[config.mk]
export PLATFORM = sky130hd
export DESIGN_NAME = bb3_mean
export DESIGN_NICKNAME = d
export VERILOG_FILES = /design/src/rtl/bb3_pkg.sv /design/src/rtl/bb3_mean.sv
export SDC_FILE = /design/constraint.sdc
export NUM_CORES = 1
export LEC_CHECK = 0
export BUFFER_PORTS_ARGS = -buffer_cell sky130_fd_sc_hd__buf_2
export CORE_ASPECT_RATIO = 0.7
export CORE_UTILIZATION = 44
export CTS_BUF_LIST = sky130_fd_sc_hd__clkbuf_2
export DETAILED_ROUTE_END_ITERATION = 12
export GPL_ROUTABILITY_DRIVEN = 0
export PLACE_DENSITY = 0.72
export SLEW_MARGIN = 20
export SYNTH_ARGS = -nofsm -noshare
export SYNTH_HDL_FRONTEND = slang
export SYNTH_SLANG_ARGS = --single-unit
[constraint.sdc]
create_clock -name clk -period 6.9 [get_ports clk]
set_clock_uncertainty 0.05 [all_clocks]
set_input_delay 0.69 -clock clk [delete_from_list [all_inputs] [get_ports clk]]
set_output_delay 0.69 -clock clk [all_outputs]
set_load 0.005 [all_outputs]
[src/rtl/bb3_pkg.sv]
`timescale 1ns / 1ps
// ----------------------------------------------------------------------------
// bb3_pkg: shared types and constants of the 3x3 box blur
// Widths, item structs, stage control struct and the reciprocal table.
// ----------------------------------------------------------------------------
package bb3_pkg;

  localparam int MAX_LINE    = 1024;
  localparam int COL_W       = $clog2(MAX_LINE);
  localparam int WIDTH_W     = 11;
  localparam int HEIGHT_W    = 16;
  localparam int CHAN_W      = 8;
  localparam int PIX_W       = 3 * CHAN_W;
  localparam int SUM_W       = 12;
  localparam int NUM_W       = SUM_W + 1;
  localparam int CNT_W       = 4;
  localparam int RECIP_W     = 20;
  localparam int RECIP_SHIFT = 20;
  localparam int PROD_W      = NUM_W + RECIP_W;
  localparam int CFG_INDEX_W = 1;
  localparam int CFG_DATA_W  = 16;

  localparam logic [CFG_INDEX_W-1:0] CFG_FRAME_WIDTH  = 1'd0;
  localparam logic [CFG_INDEX_W-1:0] CFG_FRAME_HEIGHT = 1'd1;

  typedef struct packed {
    logic [CHAN_W-1:0] in_red;
    logic [CHAN_W-1:0] in_green;
    logic [CHAN_W-1:0] in_blue;
    logic              is_flush;
  } pixel_t;

  typedef struct packed {
    logic [CHAN_W-1:0] out_red;
    logic [CHAN_W-1:0] out_green;
    logic [CHAN_W-1:0] out_blue;
    logic              frame_end;
  } result_t;

  // Per-item control decided at accept time, carried down the pipe
  typedef struct packed {
    logic emit;
    logic last;
    logic top_ok;
    logic bot_ok;
    logic left_ok;
    logic right_ok;
  } ctl_t;

  // New right-hand window column: two line buffer rows and the incoming pixel
  typedef struct packed {
    logic [PIX_W-1:0] top;
    logic [PIX_W-1:0] mid;
    logic [PIX_W-1:0] bot;
  } win_col_t;

  // Rounding numerators 2*sum+count per channel
  typedef struct packed {
    logic [NUM_W-1:0] n_red;
    logic [NUM_W-1:0] n_green;
    logic [NUM_W-1:0] n_blue;
    logic [CNT_W-1:0] count;
    logic             last;
  } sum_t;

  // ceil(2^RECIP_SHIFT / (2*count)); exact quotient for numerators below 2^13
  function automatic logic [RECIP_W-1:0] recip(input logic [CNT_W-1:0] count);
    logic [RECIP_W-1:0] r;
    case (count)
      4'd1:    r = 20'd524288;
      4'd2:    r = 20'd262144;
      4'd3:    r = 20'd174763;
      4'd4:    r = 20'd131072;
      4'd6:    r = 20'd87382;
      4'd9:    r = 20'd58255;
      default: r = 20'd524288;
    endcase
    return r;
  endfunction

endpackage

[src/rtl/bb3_mean.sv]
`timescale 1ns / 1ps
// ----------------------------------------------------------------------------
// bb3_mean: rounded mean and result register
// Divides each numerator by 2*count through a reciprocal multiply.
// ----------------------------------------------------------------------------
module bb3_mean (
  input  logic             clk,
  input  logic             rst,
  input  logic             adv,
  input  logic             sum_valid,
  input  bb3_pkg::sum_t    sum,
  output logic             result_valid,
  output bb3_pkg::result_t result
);

  logic [bb3_pkg::RECIP_W-1:0] rcp;
  logic [bb3_pkg::PROD_W-1:0]  p_red;
  logic [bb3_pkg::PROD_W-1:0]  p_green;
  logic [bb3_pkg::PROD_W-1:0]  p_blue;

  assign rcp     = bb3_pkg::recip(sum.count);
  assign p_red   = bb3_pkg::PROD_W'(sum.n_red)   * bb3_pkg::PROD_W'(rcp);
  assign p_green = bb3_pkg::PROD_W'(sum.n_green) * bb3_pkg::PROD_W'(rcp);
  assign p_blue  = bb3_pkg::PROD_W'(sum.n_blue)  * bb3_pkg::PROD_W'(rcp);

  always_ff @(posedge clk) begin
    if (rst) begin
      result_valid <= 1'b0;
    end else if (adv) begin
      result_valid <= sum_valid;
    end
  end

  always_ff @(posedge clk) begin
    if (adv) begin
      result.out_red   <= p_red[bb3_pkg::RECIP_SHIFT +: bb3_pkg::CHAN_W];
      result.out_green <= p_green[bb3_pkg::RECIP_SHIFT +: bb3_pkg::CHAN_W];
      result.out_blue  <= p_blue[bb3_pkg::RECIP_SHIFT +: bb3_pkg::CHAN_W];
      result.frame_end <= sum.last;
    end
  end

endmodule

==> impl_metrics.csv <==
group,metric,value,unit
global_routing,grt_usage,0.2381,
flow_run,drv_cap,0,
setup_path,regToRegStartpoint,"result_valid",
placed_design,numPortBuffers,73,
clock_tree,cts_buffer_depth,2,
timing,setup_violations,0,
cells_and_area,layout-drive-gt1-share,0.07994,
hold_path,hold_end,"result_valid",
placed_design,dp_hpwl,40460,um
global_routing,grt_pass1_wl,73490,um
clock_tree,clockRootBuffer,"clkbuf_2",
global_routing,overflow,0,
setup_path,regToRegEndpoint,"result_valid",
route,ant_nets,0,
setup_path,worst-setup-path-type,"primary input to flip-flop",
yosys,synthXorXnorAreaFrac,0.02098,
setup_path,crit_family,"adder cells",
yosys,synthDistinctLibCells,52,
route,wirelength,44790,um
yosys,synth-simple-area-share,0.1069,
cells_and_area,final_util,0.4903,
yosys,ys.flop_type,"edfxtp_1",
setup_path,cp.depth,25,
yosys,synthMuxAreaShare,0.0005710,
timing,relSlewSlack,0.4440,
floorplan,ios,74,
yosys,ys_ff_latch,26,
yosys,syn_area,17530,um2
global_routing,grt_start_max_net_pins,40,
setup_path,critical_path_buf_inv_count,8,
yosys,synth_compound_area_frac,0.03947,
setup_path,worst_ep_arrival_time,6.74,ns
setup_path,rr_worst_depth,2,
yosys,ys_warn_count,0,
floorplan,fp.dieH,169,um
yosys,async_reset_ff_frac,0,
setup_path,slowest_delay,0.55,ns
floorplan,core,38810,um2
clock_tree,cts_tree,"done",
clock_tree,post_cts_resized,0,
route,post_drt_via_cell_ratio,4.917,
yosys,syn_nets,2548,
clock_tree,numCtsBuffers,3,
hold_path,holdCritStartpoint,"rst",
floorplan,rows,60,
floorplan,dieArea,40660,um2
yosys,ys_top_cells_by_area,"fa_1, inv_1, ha_1, and2_1, edfxtp_1",
floorplan,initial_core_util,0.4517,
timing,hold_viol_final,0,
floorplan,die_x,240.6,um
clock_tree,post_cts_buffers,0,
route,dr_total_vias,12400,
outcome,status,"finished clean",
timing,post-route-min-period,6.404,ns
global_routing,grt_pass1_vias,13760,
power_and_ir_drop,powerDensity,114.9,nW/um2
yosys,yosysTopAreaCell,"fa_1",
clock_tree,htreeDepth,1,
timing,tightest_slew,0.8340,ns
timing,fmax,156.2,MHz
route,dr.pass1.iters,5,
setup_path,crit_fanout,17,
clock_tree,cts_sinks,26,
yosys,yosysSeqAreaShare,0.04397,
hold_path,worst_hold_path.num_cells,2,
yosys,yosys.area_share.adder,0.6295,
global_routing,antenna_found_initial,6,
yosys,syn_inst,1888,
route,routedWlPerCell,17.76,um
power_and_ir_drop,total_power,2.186,mW
clock_tree,clk_latency,0.51,ns
timing,post-route-period-util,0.9281,
power_and_ir_drop,power.leakage,10.89,nW
yosys,synth-edff-count,25,
timing,drv_slew,0,
setup_path,setup.worst_path.end_class,"flip-flop",
setup_path,required,7.23,ns
yosys,syn_avg_cell_area,9.285,um2
cells_and_area,final_nets,2650,
setup_path,cp-start-kind,"primary input",
route,drt-initial-drc-count,800,
setup_path,regToRegSetupSlack,6.26,ns
cells_and_area,area_growth,8.550,%
hold_path,hp-class,"primary input to flip-flop",
yosys,yosysTopAreaCellShare,0.5139,
yosys,synth_top_family_by_area,"adder cells",
power_and_ir_drop,ir_drop,0.0001254,V
route,drc,0,
setup_path,crit_path_top_delay_cell,"o21bai_4",
clock_tree,path_clk_slew,0.36,ns
timing,rsz0062_at_grt,"false",
clock_tree,cts_hold_buf,0,
## sequential cells by signal, summed over array words and instances, names as in the netlist
name and count:
result_valid 1, result 25
## how the worst max path moves through the flow
stage	start	to	slack [ns]
final	sum[3]	result[5]	0.50
after global routing	sum[3]	result[5]	0.25
after CTS	sum[3]	result[23]	0.62
after detailed placement	sum[3]	result[19]	-0.05
after global placement	sum[3]	result[8]	0.1
after floorplan	sum[4]	result[23]	0.19
## cell families (layout without fill, tap and decap cells)
logic type,after synthesis,after routing
adders and majority gates,612,612
xor gates and xnor gates,42,42
DFF,26,26
and+or+nand+nor,372,372
other,0,6
muxes,1,1
AOI/OAI and AO/OA,96,96
buffers and inverters,739,840
## placed cells by master (no fill, tap or decap), drive strengths merged, types with 3 or more instances in the layout
cell type and instances:
o41ai 3, a31oi 4, a22oi 4, diode 6, nand4 6, clkbuf 3, and2 121, o21ai 14
or2 16, nor3 17, buf 125, xor2 7, ha 162, nor4 3, o21a 13, a21oi 19
xnor2 35, nand2 141, edfxtp 25, nand2b 8, fa 450, a211o 4, inv 711, nand3 8
or3 4, a211oi 5, a21o 17, nor2 39, and4 3
## synth_stat cells, types with 15 or more instances
library cell,count
and2_1,121
nor2_1,38
clkbuf_1,23
fa_1,450
ha_1,162
a21oi_1,18
or2_2,16
xnor2_1,35
edfxtp_1,25
a21o_1,17
inv_1,711
nor3_1,15
nand2_1,141
## cell type report
cell class / count / area (um2)
clock buffer: 3 / 15.01
inverter: 711 / 2669
multi-input combinational: 1123 / 14030
clock inverter: 1 / 30.03
antenna: 6 / 15.01
timing repair buffer: 125 / 843.3
tap: 527 / 659.4
sequential: 26 / 770.7
fill: 3558 / 19780
## layer usage
| layer | up-vias | global-route usage | part of all wire |
|---|---|---|---|
| li1 | 5550 | - | - |
| met1 | 6250 | 0.3422 | 0.43 |
| met2 | 543 | 0.3528 | 0.43 |
| met3 | 58 | 0.07632 | 0.12 |
| met4 | 0 | 0.04597 | 0.018 |
| met5 | - | 0 | 0 |
## power breakdown
part | total (mW) | leakage (nW) | switching, mW | internal, mW
Clock | 0.122 | 0.0266 | 0.0721 | 0.0497
Sequential | 0.293 | 0.252 | 0.0242 | 0.269
Combinational | 1.77 | 10.6 | 1.03 | 0.746
Total | 2.19 | 10.9 | 1.12 | 1.06
## through the flow
step / TNS [ns] / instances / hold slack (ns) / instance area [um2] / worst slack (ns)
2_1_floorplan: 0 / 1888 / 0.4350 / 17530 / 0.1914
3_3_place_gp: 0 / 2512 / 0.4182 / 18970 / 0.09660
3_5_place_dp: -0.05408 / 2512 / 0.4277 / 18970 / -0.04687
4_1_cts: 0 / 2516 / 0.1223 / 19010 / 0.6247
5_1_grt: 0 / 2519 / 0.1623 / 19020 / 0.2468
6_report: 0 / 2522 / 0.2048 / 19030 / 0.4961
(Power assumes the default switching activity.)
